`src/rvcc_pkg.sv`:
```
`default_nettype none

package rvcc_pkg;

  localparam int unsigned LEVEL_COUNT = 16;
  localparam int unsigned IDX_W       = $clog2(LEVEL_COUNT);
  localparam int unsigned V_BASE      = 425;
  localparam int unsigned V_STEP      = 25;
  localparam int unsigned V_MAX       = V_BASE + V_STEP * (LEVEL_COUNT - 1);
  localparam int unsigned V_W         = $clog2(V_MAX + 1);
  localparam int unsigned RES_W       = 16;
  localparam int unsigned WORD_W      = 16;
  localparam int unsigned MV_W        = 16;
  localparam int unsigned LVL_OUT_W   = 4;
  // level = v*(1 + up/lo) < 2^V_W * 2^RES_W
  localparam int unsigned PROD_W      = V_W + RES_W;
  // room for 5*last
  localparam int unsigned WIN_W       = PROD_W + 3;
  localparam int unsigned CNT_W       = $clog2(PROD_W);

  localparam int unsigned MODE_LSB    = 13;
  localparam int unsigned CHARGE_BIT  = 15;
  localparam int unsigned SW2_LSB     = 4;
  localparam int unsigned SW3_LSB     = 0;

  typedef enum logic [1:0] {
    ACT_SET_VOLT   = 2'd0,
    ACT_SET_MODE   = 2'd1,
    ACT_SET_CHARGE = 2'd2,
    ACT_MASKED     = 2'd3
  } action_e;

  typedef enum logic [1:0] {
    CFG_SW2_UPPER = 2'd0,
    CFG_SW2_LOWER = 2'd1,
    CFG_SW3_UPPER = 2'd2,
    CFG_SW3_LOWER = 2'd3
  } cfg_idx_e;

  typedef enum logic [2:0] {
    ST_IDLE,
    ST_MUL,
    ST_DIV,
    ST_ACC,
    ST_FIN
  } state_e;

  typedef struct packed {
    logic capture;
    logic mul;
    logic div_step;
    logic acc;
    logic finish;
  } ctrl_cmd_t;

  typedef struct packed {
    logic in_volt;
    logic div_done;
    logic last_level;
    logic out_free;
  } dp_stat_t;

endpackage

`default_nettype wire

```
`src/rvcc_if.sv`:
```
`default_nettype none

interface rvcc_in_if;
  logic        valid;
  logic        ready;
  logic [1:0]  action;
  logic        regulator;
  logic [15:0] millivolts;
  logic [1:0]  switch_mode;
  logic        charge_enable;
  logic [15:0] write_data;
  logic [15:0] write_mask;

  modport source (
    output valid, action, regulator, millivolts, switch_mode, charge_enable,
           write_data, write_mask,
    input  ready
  );
  modport sink (
    input  valid, action, regulator, millivolts, switch_mode, charge_enable,
           write_data, write_mask,
    output ready
  );
endinterface

interface rvcc_out_if;
  logic        valid;
  logic        ready;
  logic [15:0] control_word;
  logic        status;
  logic [3:0]  level_index;

  modport source (
    output valid, control_word, status, level_index,
    input  ready
  );
  modport sink (
    input  valid, control_word, status, level_index,
    output ready
  );
endinterface

`default_nettype wire

```
`src/rvcc_ctrl.sv`:
```
`default_nettype none

module rvcc_ctrl
  import rvcc_pkg::*;
(
  input  wire logic      clk_i,
  input  wire logic      rst_ni,
  input  wire logic      in_valid_i,
  output logic           in_ready_o,
  input  wire dp_stat_t  stat_i,
  output ctrl_cmd_t      cmd_o
);

  state_e state_q, state_d;

  always_ff @(posedge clk_i or negedge rst_ni) begin
    if (!rst_ni) begin
      state_q <= ST_IDLE;
    end else begin
      state_q <= state_d;
    end
  end

  always_comb begin
    state_d    = state_q;
    cmd_o      = '0;
    in_ready_o = 1'b0;
    unique case (state_q)
      ST_IDLE: begin
        in_ready_o = 1'b1;
        if (in_valid_i) begin
          cmd_o.capture = 1'b1;
          state_d       = stat_i.in_volt ? ST_MUL : ST_FIN;
        end
      end
      ST_MUL: begin
        cmd_o.mul = 1'b1;
        state_d   = ST_DIV;
      end
      ST_DIV: begin
        cmd_o.div_step = 1'b1;
        if (stat_i.div_done) begin
          state_d = ST_ACC;
        end
      end
      ST_ACC: begin
        cmd_o.acc = 1'b1;
        state_d   = stat_i.last_level ? ST_FIN : ST_MUL;
      end
      ST_FIN: begin
        if (stat_i.out_free) begin
          cmd_o.finish = 1'b1;
          state_d      = ST_IDLE;
        end
      end
      default: state_d = ST_IDLE;
    endcase
  end

endmodule

`default_nettype wire

```
`src/rvcc_datapath.sv`:
```
`default_nettype none

module rvcc_datapath
  import rvcc_pkg::*;
(
  input  wire logic                 clk_i,
  input  wire logic                 rst_ni,
  input  wire logic                 cfg_we_i,
  input  wire logic [1:0]           cfg_idx_i,
  input  wire logic [RES_W-1:0]     cfg_data_i,
  input  wire logic [1:0]           action_i,
  input  wire logic                 regulator_i,
  input  wire logic [MV_W-1:0]      millivolts_i,
  input  wire logic [1:0]           switch_mode_i,
  input  wire logic                 charge_enable_i,
  input  wire logic [WORD_W-1:0]    write_data_i,
  input  wire logic [WORD_W-1:0]    write_mask_i,
  input  wire ctrl_cmd_t            cmd_i,
  output dp_stat_t                  stat_o,
  input  wire logic                 out_ready_i,
  output logic                      out_valid_o,
  output logic [WORD_W-1:0]         control_word_o,
  output logic                      status_o,
  output logic [LVL_OUT_W-1:0]      level_index_o
);

  // divider and shadow registers
  logic [RES_W-1:0]  sw2_up_q, sw2_lo_q, sw3_up_q, sw3_lo_q;
  logic [WORD_W-1:0] shadow_q;
  logic              out_valid_q;

  // latched command
  action_e           act_q;
  logic              reg_q;
  logic [MV_W-1:0]   mv_q;
  logic [1:0]        mode_q;
  logic              en_q;
  logic [WORD_W-1:0] wd_q, wm_q;
  logic [RES_W-1:0]  up_q, lo_q;

  // level sweep
  logic [IDX_W-1:0]  idx_q, chosen_q;
  logic [V_W-1:0]    v_q;
  logic [PROD_W-1:0] dvd_q;
  logic [RES_W-1:0]  rem_q;
  logic [CNT_W-1:0]  cnt_q;
  logic [PROD_W-1:0] best_q, first_q, last_q;

  // result
  logic [WORD_W-1:0]    word_q;
  logic                 stat_q;
  logic [LVL_OUT_W-1:0] lvl_q;

  logic [RES_W-1:0]  up_sel, lo_sel;
  logic [RES_W:0]    trial;
  logic              qbit;
  logic [PROD_W-1:0] lvl_t, gap;
  logic [WIN_W-1:0]  last_w, first_w, dev, minv, maxv, mv_w;
  logic              reject;
  logic [WORD_W-1:0] word_d, wr_data, wr_mask;

  assign up_sel = regulator_i ? sw3_up_q : sw2_up_q;
  assign lo_sel = regulator_i ? sw3_lo_q : sw2_lo_q;

  // restoring divide, one quotient bit a cycle
  assign trial = {rem_q, dvd_q[PROD_W-1]};
  assign qbit  = (trial >= {1'b0, lo_q});

  assign lvl_t = PROD_W'(v_q) + dvd_q;
  assign gap   = (lvl_t > PROD_W'(mv_q)) ? lvl_t - PROD_W'(mv_q) : PROD_W'(mv_q) - lvl_t;

  // deviation = floor(5*last/32)
  assign last_w  = WIN_W'(last_q);
  assign first_w = WIN_W'(first_q);
  assign dev     = ((last_w << 2) + last_w) >> 5;
  assign minv    = (first_w > dev) ? first_w - dev : '0;
  assign maxv    = last_w + dev;
  assign mv_w    = WIN_W'(mv_q);
  assign reject  = (mv_w < minv) || (mv_w > maxv);

  always_comb begin
    wr_data = '0;
    wr_mask = '0;
    unique case (act_q)
      ACT_SET_VOLT: begin
        if (!reject) begin
          if (reg_q) begin
            wr_data = WORD_W'(4'(chosen_q)) << SW3_LSB;
            wr_mask = WORD_W'(4'hF) << SW3_LSB;
          end else begin
            wr_data = WORD_W'(4'(chosen_q)) << SW2_LSB;
            wr_mask = WORD_W'(4'hF) << SW2_LSB;
          end
        end
      end
      ACT_SET_MODE: begin
        wr_data = WORD_W'(mode_q) << MODE_LSB;
        wr_mask = WORD_W'(2'b11) << MODE_LSB;
      end
      ACT_SET_CHARGE: begin
        wr_data = WORD_W'(!en_q) << CHARGE_BIT;
        wr_mask = WORD_W'(1'b1) << CHARGE_BIT;
      end
      ACT_MASKED: begin
        wr_data = wd_q;
        wr_mask = wm_q;
      end
      default: ;
    endcase
    word_d = (shadow_q & ~wr_mask) | (wr_data & wr_mask);
  end

  always_ff @(posedge clk_i or negedge rst_ni) begin
    if (!rst_ni) begin
      sw2_up_q    <= '0;
      sw2_lo_q    <= RES_W'(1);
      sw3_up_q    <= '0;
      sw3_lo_q    <= RES_W'(1);
      shadow_q    <= '0;
      out_valid_q <= 1'b0;
    end else begin
      if (cfg_we_i) begin
        unique case (cfg_idx_e'(cfg_idx_i))
          CFG_SW2_UPPER: sw2_up_q <= cfg_data_i;
          CFG_SW2_LOWER: sw2_lo_q <= cfg_data_i;
          CFG_SW3_UPPER: sw3_up_q <= cfg_data_i;
          CFG_SW3_LOWER: sw3_lo_q <= cfg_data_i;
          default: ;
        endcase
      end
      if (cmd_i.finish) begin
        shadow_q    <= word_d;
        out_valid_q <= 1'b1;
      end else if (out_ready_i) begin
        out_valid_q <= 1'b0;
      end
    end
  end

  always_ff @(posedge clk_i) begin
    if (cmd_i.capture) begin
      act_q  <= action_e'(action_i);
      reg_q  <= regulator_i;
      mv_q   <= millivolts_i;
      mode_q <= switch_mode_i;
      en_q   <= charge_enable_i;
      wd_q   <= write_data_i;
      wm_q   <= write_mask_i;
      up_q   <= up_sel;
      lo_q   <= (lo_sel == '0) ? RES_W'(1) : lo_sel;
      idx_q  <= '0;
      v_q    <= V_W'(V_BASE);
    end
    if (cmd_i.mul) begin
      dvd_q <= PROD_W'(v_q) * PROD_W'(up_q);
      rem_q <= '0;
      cnt_q <= '0;
    end
    if (cmd_i.div_step) begin
      rem_q <= qbit ? RES_W'(trial - {1'b0, lo_q}) : RES_W'(trial);
      dvd_q <= {dvd_q[PROD_W-2:0], qbit};
      cnt_q <= cnt_q + CNT_W'(1);
    end
    if (cmd_i.acc) begin
      if (idx_q == '0 || gap < best_q) begin
        best_q   <= gap;
        chosen_q <= idx_q;
      end
      if (idx_q == '0) begin
        first_q <= lvl_t;
      end
      last_q <= lvl_t;
      idx_q  <= idx_q + IDX_W'(1);
      v_q    <= v_q + V_W'(V_STEP);
    end
    if (cmd_i.finish) begin
      word_q <= word_d;
      stat_q <= (act_q == ACT_SET_VOLT) && reject;
      lvl_q  <= (act_q == ACT_SET_VOLT && !reject) ? LVL_OUT_W'(chosen_q) : '0;
    end
  end

  assign stat_o.in_volt    = (action_e'(action_i) == ACT_SET_VOLT);
  assign stat_o.div_done   = (cnt_q == CNT_W'(PROD_W - 1));
  assign stat_o.last_level = (idx_q == IDX_W'(LEVEL_COUNT - 1));
  assign stat_o.out_free   = !out_valid_q || out_ready_i;

  assign out_valid_o    = out_valid_q;
  assign control_word_o = word_q;
  assign status_o       = stat_q;
  assign level_index_o  = lvl_q;

endmodule

`default_nettype wire

```
`src/regulator_voltage_code_composer.sv`:
```
// Regulator voltage code composer.
// Channels: in_i (sink) takes one command beat: action, regulator, millivolts,
// switch_mode, charge_enable, write_data, write_mask. out_o (source) returns
// exactly one beat per command: control_word, status, level_index.
// cfg_we_i/cfg_idx_i/cfg_data_i write the four divider resistor registers;
// write them only while no command is in flight.
// Switch mode, charge and masked write go from acceptance straight to the final
// step. Set voltage walks the levels one at a time through a shared bit-serial
// divider (one quotient bit a cycle). One command is worked on at a time;
// in_i.ready is high only while the controller is idle.
// The result sits in an output register, so the next command is accepted
// while out_o waits. A stalled receiver holds the block in its final step
// until the register frees up.
// Reset: control word 0, upper resistors 0, lower resistors 1, no beat
// pending.
`default_nettype none

module regulator_voltage_code_composer
  import rvcc_pkg::*;
(
  input  wire logic              clk_i,
  input  wire logic              rst_ni,
  input  wire logic              cfg_we_i,
  input  wire logic [1:0]        cfg_idx_i,
  input  wire logic [RES_W-1:0]  cfg_data_i,
  rvcc_in_if.sink                in_i,
  rvcc_out_if.source             out_o
);

  ctrl_cmd_t cmd;
  dp_stat_t  stat;

  rvcc_ctrl u_ctrl (
    .clk_i      (clk_i),
    .rst_ni     (rst_ni),
    .in_valid_i (in_i.valid),
    .in_ready_o (in_i.ready),
    .stat_i     (stat),
    .cmd_o      (cmd)
  );

  rvcc_datapath u_datapath (
    .clk_i           (clk_i),
    .rst_ni          (rst_ni),
    .cfg_we_i        (cfg_we_i),
    .cfg_idx_i       (cfg_idx_i),
    .cfg_data_i      (cfg_data_i),
    .action_i        (in_i.action),
    .regulator_i     (in_i.regulator),
    .millivolts_i    (in_i.millivolts),
    .switch_mode_i   (in_i.switch_mode),
    .charge_enable_i (in_i.charge_enable),
    .write_data_i    (in_i.write_data),
    .write_mask_i    (in_i.write_mask),
    .cmd_i           (cmd),
    .stat_o          (stat),
    .out_ready_i     (out_o.ready),
    .out_valid_o     (out_o.valid),
    .control_word_o  (out_o.control_word),
    .status_o        (out_o.status),
    .level_index_o   (out_o.level_index)
  );

  // a rejected voltage never reports a level
  assert property (@(posedge clk_i) disable iff (!rst_ni)
    out_o.valid && out_o.status |-> out_o.level_index == '0)
    else $error("reject beat carries a level index");

  // one command at a time: no accept in the cycle after an accept
  assert property (@(posedge clk_i) disable iff (!rst_ni)
    in_i.valid && in_i.ready |=> !in_i.ready)
    else $error("second command accepted while busy");

  // the result register is never overwritten while it still waits
  assert property (@(posedge clk_i) disable iff (!rst_ni)
    cmd.finish |-> (!out_o.valid || out_o.ready))
    else $error("pending result overwritten");

endmodule

`default_nettype wire

```
`src/flat_wrapper.sv`:
```
// flat-port wrapper written by rule: the top's interface ports become plain ports
module regulator_voltage_code_composer_flat import rvcc_pkg::*;
  (clk_i, rst_ni, cfg_we_i, cfg_idx_i, cfg_data_i, in_i_valid, in_i_action, in_i_regulator, in_i_millivolts, in_i_switch_mode, in_i_charge_enable, in_i_write_data, in_i_write_mask, in_i_ready, out_o_valid, out_o_control_word, out_o_status, out_o_level_index, out_o_ready);
  rvcc_in_if in_i_i ();
  rvcc_out_if out_o_i ();
  input  wire logic clk_i;
  input  wire logic rst_ni;
  input  wire logic cfg_we_i;
  input  wire logic [1:0] cfg_idx_i;
  input  wire logic [RES_W-1:0] cfg_data_i;
  input wire logic [$bits(in_i_i.valid)-1:0] in_i_valid;
  input wire logic [$bits(in_i_i.action)-1:0] in_i_action;
  input wire logic [$bits(in_i_i.regulator)-1:0] in_i_regulator;
  input wire logic [$bits(in_i_i.millivolts)-1:0] in_i_millivolts;
  input wire logic [$bits(in_i_i.switch_mode)-1:0] in_i_switch_mode;
  input wire logic [$bits(in_i_i.charge_enable)-1:0] in_i_charge_enable;
  input wire logic [$bits(in_i_i.write_data)-1:0] in_i_write_data;
  input wire logic [$bits(in_i_i.write_mask)-1:0] in_i_write_mask;
  output wire logic [$bits(in_i_i.ready)-1:0] in_i_ready;
  output wire logic [$bits(out_o_i.valid)-1:0] out_o_valid;
  output wire logic [$bits(out_o_i.control_word)-1:0] out_o_control_word;
  output wire logic [$bits(out_o_i.status)-1:0] out_o_status;
  output wire logic [$bits(out_o_i.level_index)-1:0] out_o_level_index;
  input wire logic [$bits(out_o_i.ready)-1:0] out_o_ready;
  assign in_i_i.valid = in_i_valid;
  assign in_i_i.action = in_i_action;
  assign in_i_i.regulator = in_i_regulator;
  assign in_i_i.millivolts = in_i_millivolts;
  assign in_i_i.switch_mode = in_i_switch_mode;
  assign in_i_i.charge_enable = in_i_charge_enable;
  assign in_i_i.write_data = in_i_write_data;
  assign in_i_i.write_mask = in_i_write_mask;
  assign in_i_ready = in_i_i.ready;
  assign out_o_valid = out_o_i.valid;
  assign out_o_control_word = out_o_i.control_word;
  assign out_o_status = out_o_i.status;
  assign out_o_level_index = out_o_i.level_index;
  assign out_o_i.ready = out_o_ready;
  regulator_voltage_code_composer u_core (.clk_i(clk_i), .rst_ni(rst_ni), .cfg_we_i(cfg_we_i), .cfg_idx_i(cfg_idx_i), .cfg_data_i(cfg_data_i), .in_i(in_i_i), .out_o(out_o_i));
endmodule
```
`config.mk`:
```
export PLATFORM = sky130hd
export DESIGN_NAME = regulator_voltage_code_composer_flat
export DESIGN_NICKNAME = d
export VERILOG_FILES = /design/src/rvcc_pkg.sv /design/src/rvcc_if.sv /design/src/rvcc_ctrl.sv /design/src/rvcc_datapath.sv /design/src/regulator_voltage_code_composer.sv /design/src/flat_wrapper.sv
export SDC_FILE = /design/constraint.sdc
export NUM_CORES = 1
export LEC_CHECK = 0
export BUFFER_PORTS_ARGS = -buffer_cell sky130_fd_sc_hd__buf_2
export CAP_MARGIN = 20
export CORE_AREA = 10 10 252 254
export CTS_BUF_LIST = sky130_fd_sc_hd__clkbuf_4 sky130_fd_sc_hd__clkbuf_8
export CTS_CLUSTER_SIZE = 16
export DETAILED_ROUTE_END_ITERATION = 6
export DIE_AREA = 0 0 262 264
export GPL_TIMING_DRIVEN = 0
export PLACE_DENSITY = 0.74
export SKIP_LAST_GASP = 1
export SYNTH_ARGS = -nofsm -noshare
export SYNTH_HDL_FRONTEND = slang
export SYNTH_SLANG_ARGS = --single-unit
```
`constraint.sdc`:
```
create_clock -name clk_i -period 8 [get_ports clk_i]
set_input_delay 1.6 -clock clk_i [delete_from_list [all_inputs] [get_ports clk_i]]
set_output_delay 1.6 -clock clk_i [all_outputs]
set_load 0.02 [all_outputs]
```
==> flow_metrics.tcl, run 1 <==
set metrics [dict create \
    status "completed" \
    detail-route-antenna-nets 0 \
    drv_cap 0 \
    final_cell_area_mm2 0.02976 \
    ys_types 82 \
    synth_top_cell_by_area "edfxtp_1" \
    cts_root_buf "clkbuf_8" \
    ff2ff_setup_slack_ns 0.19 \
    start_util_pct 44.69 \
    synth-xor-area-share_pct 4.861 \
    cts_tree "built" \
    row_count 89 \
    cts_sinks 334 \
    instances_no_fill 3588 \
    rsz0062_at_grt "true" \
    worstRegToRegCells 34 \
    synth_area_leaders "edfxtp_1, ha_1, fa_1" \
    syn-instance-count 2565 \
    ys_async_sr_fraction_pct 25.15 \
    vias_per_cell 5.488 \
    synth_area_per_cell_um2 10.19 \
    min_period_ns 7.814 \
    hold_path_class "register to register" \
    finalNetCount 3213 \
    synth_fa_ha_area_share_pct 20.91 \
    slew_headroom_pct 27.61 \
    fmax_ghz 0.1280 \
    min_path_cells 1 \
    first_pass_iters 7 \
    ios 100 \
    synth_ff_type "edfxtp_1" \
    critPathLaunchType "register" \
    dp_hpwl_um 48420 \
    synth_seq_area_share_pct 36.79 \
    synth.most_common_cell "ha_1" \
    grt-ovfl-total 0 \
    worstSetupPathType "register to register" \
    core_area_mm2 0.05846 \
    fill_cells 5165 \
    h-tree-depth 2 \
    num_vias 19690 \
    rr_startpoint "u_core.u_datapath.last_q[4]$_DFFE_PP_" \
    critPathMaxStageDelay_ns 0.44 \
    place.gp.congestion 0.9116 \
    required_ns 8.44 \
    syn_area_mm2 0.02613 \
    antennaDiodeCount 0 \
    grt_pass1_wl_um 101900 \
    grt_max_degree 54 \
    drc 0 \
    drtIter0Drc 1526 \
    synth.net_count 3009 \
    worst-path-max-fanout 6 \
    dieArea_mm2 0.06917 \
    antenna_found_initial 0 \
    wirelength_um 63660 \
    cp_data_arrival_time_ns 8.25 \
    crit_path_top_delay_cell "or4_4" \
    yosys.area_share.simple_pct 13.70 \
    finalSetupViolCount 0 \
    drive_gt1_share_pct 15.81 \
    synth-seq-cells 334 \
    fin_crit_sh_pct 97.67 \
    synth-edff-count 250 \
    fin_skew_ns 0.04841 \
    cts_buffer_depth 3 \
    cts_buffers 54 \
    synthToLayoutAreaGrowth_pct 13.92 \
    worstHoldEndpoint "u_core.u_datapath.sw3_lo_q[5]$_DFFE_PN0P_" \
    place_area_mm2 0.02777 \
    min_from "u_core.u_datapath.sw3_lo_q[5]$_DFFE_PN0P_" \
    track_usage_pct 18.14 \
    wl_per_cell_um 17.74 \
    slew_viol_final 0 \
    clock_latency_ns 0.66 \
    port-buffer-count 99 \
    cts.clk_slew.worst_paths_ns 0.07 \
    synth_top_area_share_pct 28.73 \
    endpoint_kind "register" \
    synth_top_family_by_area "adder cells" \
    hold_viol_final 0 \
    grt_pass1_vias 19670 \
    synth_common_cells "ha_1, edfxtp_1, nand2_1, inv_1, a21oi_1" \
    reg2reg_to "u_core.u_datapath.control_word_o[0]$_DFFE_PP_" \
    synth_compound_gate_area_share_pct 12.87 \
    die_y_um 264 \
    die_x_um 262 \
    synth.mux.area_fraction_pct 6.111 \
    placed_cells 3445 \
    worst_pin_slew_ns 1.083 \
    yosysWarningCount 0 \
]
==> sequential cells by signal, summed over array words and instances, names as in the netlist, 26 cells and up <==
register	count
u_core.u_datapath.last_q	26
u_core.u_datapath.dvd_q	26
u_core.u_datapath.first_q	26
u_core.u_datapath.best_q	26
==> placed cells by master (no fill, tap or decap), types with 75 or more instances in the layout <==
master	instances
buf_2	103
a21oi_1	163
fa_1	116
xnor2_1	86
dfrtp_1	82
edfxtp_1	250
a21o_1	76
mux2_2	111
ha_1	237
nand2_1	238
inv_1	230
and2_1	75
nor2_1	131
==> per-layer routing <==
metal,share of wire [%],vias to the layer above,wire length [um],GRT usage (%)
li1,-,9499,-,-
met2,48,586,30760,30.34
met1,42,9477,26840,23.22
met5,0,-,0,0
met4,3.7,0,2357,6.959
met3,5.8,129,3702,2.774
==> cells by family after synthesis <==
logic type	Yosys count
compound gates	521
xor+xnor	145
fa+ha+maj	367
buf+inv	326
flops	334
mux	145
simple gates	727
==> per-stage QoR <==
| step | hold WS (ns) | utilization (%) | worst slack [ns] | TNS, ns |
|---|---|---|---|---|
| floorplan | 0.4737 | - | 0.3804 | 0 |
| global placement | 0.4814 | 47.19 | -1.842 | -78.20 |
| detailed placement | 0.4873 | 47.51 | -1.338 | -44.55 |
| CTS | 0.5017 | 50.11 | 0.01472 | 0 |
| global route | 0.5099 | 50.91 | -0.1887 | -1.682 |
| finish | 0.5014 | 50.91 | 0.1863 | 0 |
==> area by class of cell <==
cell class              count  area (um^2)  share of cell area [%]
plain buffers              89        365.4                   1.228
clock buffers              73        904.6                   3.039
clock inverters            29        307.8                   1.034
inverters                 233        874.6                   2.938
multi-input cells        1906        15720                   52.80
flip-flops and latches    334         9612                   32.29
well taps                 773        967.2                   3.250
repair buffers            151         1017                   3.418
==> critical path, delay by kind of cell, from the launching register on <==
family	cells	cell delay [ns]
AND/OR/NAND/NOR	8	1.57
adder cells (fa/ha/maj)	3	0.99
flip-flops	1	0.42
buffers and inverters	6	0.82
AO/OA/AOI/OAI	17	3.77
==> worst max path at each step <==
stage                                                 startpoint                                       endpoint  slack (ns)  cells past startpoint
final                      u_core.u_datapath.last_q[4]$_DFFE_PP_  u_core.u_datapath.control_word_o[0]$_DFFE_PP_        0.19                     34
after floorplan           u_core.u_datapath.v_q[0]$_SDFFCE_PN1P_          u_core.u_datapath.best_q[0]$_DFFE_PP_        0.38                     31
after global routing       u_core.u_datapath.last_q[4]$_DFFE_PP_  u_core.u_datapath.control_word_o[3]$_DFFE_PP_       -0.19                     34
after CTS                  u_core.u_datapath.last_q[9]$_DFFE_PP_  u_core.u_datapath.control_word_o[0]$_DFFE_PP_        0.01                     35
after global placement    u_core.u_datapath.v_q[0]$_SDFFCE_PN1P_          u_core.u_datapath.best_q[1]$_DFFE_PP_       -1.84                     31
after detailed placement   u_core.u_datapath.last_q[3]$_DFFE_PP_  u_core.u_datapath.control_word_o[0]$_DFFE_PP_       -1.34                     35
==> what timing repair did <==
item,CTS,global route
hold buffers,0,0
setup buffers,21,20
cloned,1,1
pin swaps,7,27
setup endpoints to repair,51,51
gates resized for setup,27,51
Power of run 1 is not shown: default switching activity piles up to over one toggle a cycle in this logic, so the estimate is an artifact.
==> run 2, diff against run 1 <==
--- a/config.mk
+++ b/config.mk
@@ -13,4 +13,5 @@
 export DETAILED_ROUTE_END_ITERATION = 6
 export DIE_AREA = 0 0 262 264
+export GPL_ROUTABILITY_DRIVEN = 0
 export GPL_TIMING_DRIVEN = 0
 export PLACE_DENSITY = 0.74
==> constraint.sdc (replaced) <==
create_clock -name clk_i -period 8 [get_ports clk_i]
set_input_delay 0 -clock clk_i [delete_from_list [all_inputs] [get_ports clk_i]]
set_output_delay 0 -clock clk_i [all_outputs]
set_load 0.02 [all_outputs]
==> run 2 against run 1 <==
Net effect:
- the flow now finishes with violations (design-rule violations)
- worst hold slack got worse by 0.46 ns
- cell count rose by 2.0%
- worst setup slack got worse by 0.12 ns
- design area rose by 2.6%
- first-iteration DRC count fell by 23%
- via count rose by 2.6%
- wire length rose by 3.5%
- highest routed layer unchanged
==> flow_metrics.tcl, run 2 (synthesis gave the netlist of run 1 again) <==
set metrics [dict create \
    drive_gt1_share_pct 14.85 \
    path_buf_inv 4 \
    grt_pass1_wl_um 103600 \
    port-buffer-count 99 \
    fin_crit_sh_pct 99.23 \
    drc 10 \
    finalSetupViolCount 0 \
    worstSetupPathType "register to register" \
    grt-ovfl-total 0 \
    instances_no_fill 3661 \
    cts.clk_slew.worst_paths_ns 0.06 \
    cts_root_buf "clkbuf_8" \
    synthToLayoutAreaGrowth_pct 16.83 \
    slew_headroom_pct 41.34 \
    row_count 89 \
    met1Wirelength_um 27110 \
    layout_commonest_cell "edfxtp_1" \
    grt_pass1_vias 19980 \
    h-tree-depth 2 \
    dieArea_mm2 0.06917 \
    num_vias 20200 \
    grt_max_degree 58 \
    hold_viol_final 0 \
    worst-path-max-fanout 7 \
    cp_data_arrival_time_ns 8.37 \
    top_layer "met4" \
    rsz0062_at_grt "true" \
    placed_cells 3445 \
    cts_buffer_depth 3 \
    detail-route-antenna-nets 0 \
    wl_per_cell_um 17.99 \
    slew_viol_final 0 \
    wirelength_um 65870 \
    hold_path_class "primary input to register" \
    endpoint_kind "register" \
    start_util_pct 44.69 \
    routed-wl-met3_um 4114 \
    antennaDiodeCount 0 \
    cts_sinks 334 \
    cp_top_family "compound AO/OA/AOI/OAI gates" \
    cts_buffers 52 \
    status "finished, violations left" \
    fin_skew_ns 0.04357 \
    min_period_ns 7.938 \
    fmax_ghz 0.1260 \
    core_area_mm2 0.05846 \
    dr_wl_met2_um 31960 \
    drtIter0Drc 1168 \
    finalNetCount 3288 \
    drv_cap 0 \
    violations "design-rule violations" \
    critPathMaxStageDelay_ns 0.52 \
    die_x_um 262 \
    worst_pin_slew_ns 0.8718 \
    antenna_found_initial 0 \
    required_ns 8.43 \
    fill_cells 5088 \
    ios 100 \
    clock_latency_ns 0.69 \
    vias_per_cell 5.518 \
    ff2ff_setup_slack_ns 0.06 \
    crit_path_top_delay_cell "edfxtp_1" \
    critPathLaunchType "register" \
    die_y_um 264 \
    mostFrequentLayoutCells "edfxtp_1, nand2_1, ha_1" \
    cts_tree "built" \
    track_usage_pct 18.49 \
    first_pass_iters 7 \
    dp_hpwl_um 48310 \
]
-- run 2: layer usage --
metal,vias up,track usage (%)
met2,637,31.47
met1,9773,22.84
met5,-,0
met3,156,2.984
met4,0,7.751
li1,9636,-
-- run 2: cell type report --
type | count | area [um^2] | share of cell area, %
repair buffers | 226 | 1777 | 5.821
clock inverters | 28 | 311.5 | 1.021
well taps | 773 | 967.2 | 3.169
inverters | 233 | 874.6 | 2.865
flip-flops and latches | 334 | 9612 | 31.49
clock buffers | 70 | 894.6 | 2.931
plain buffers | 91 | 374.1 | 1.226
multi-input cells | 1906 | 15710 | 51.48
-- run 2: through the flow --
step	setup TNS (ns)	worst slack [ns]	instance area [um^2]	hold slack [ns]	utilization, %
global placement	-74.83	-1.720	27590	0.1767	47.19
detailed placement	-42.18	-1.353	27750	-0.05564	47.47
global route	-2.656	-0.2515	30520	0.02245	52.21
floorplan	0	0.3804	26130	-0.2956	-
finish	0	0.06173	30520	0.03731	52.21
CTS	-0.05628	-0.05361	30050	0.001547	51.40
-- run 2: path summary, 6_finish.rpt --
check / from / endpoint / cells past startpoint
max: u_core.u_datapath.last_q[9]$_DFFE_PP_ / u_core.u_datapath.control_word_o[0]$_DFFE_PP_ / 36
min: in_i_millivolts[8] / u_core.u_datapath.mv_q[8]$_DFFE_PP_ / 2
max reg2reg: u_core.u_datapath.last_q[9]$_DFFE_PP_ / u_core.u_datapath.control_word_o[0]$_DFFE_PP_ / 36
min reg2reg: u_core.u_datapath.sw3_lo_q[7]$_DFFE_PN0P_ / u_core.u_datapath.sw3_lo_q[7]$_DFFE_PN0P_ / 1
max in group asynchronous: rst_ni / u_core.u_datapath.shadow_q[10]$_DFFE_PN0P_ / 4
min in group asynchronous: rst_ni / u_core.u_datapath.sw3_up_q[2]$_DFFE_PN0P_ / 4
-- run 2: what timing repair did --
action,4_1_cts,5_1_grt
gates resized for setup,23,57
buffers inserted,12,21
cloned,1,0
endpoints found under the setup margin,51,51
pin swaps,7,30
hold endpoints to repair,219,0
hold buffers,85,0
-- run 2: worst register-to-register path, delay by kind of cell (launching register included) --
| family | cells | cell delay, ns |
|---|---|---|
| AOI/OAI and AO/OA | 18 | 3.89 |
| adders and majority gates | 3 | 0.88 |
| buffers and inverters | 4 | 0.46 |
| and+or+nand+nor | 10 | 1.82 |
| xor gates and xnor gates | 1 | 0.14 |
| DFF | 1 | 0.52 |
Power of run 2 is left out for the same reason.
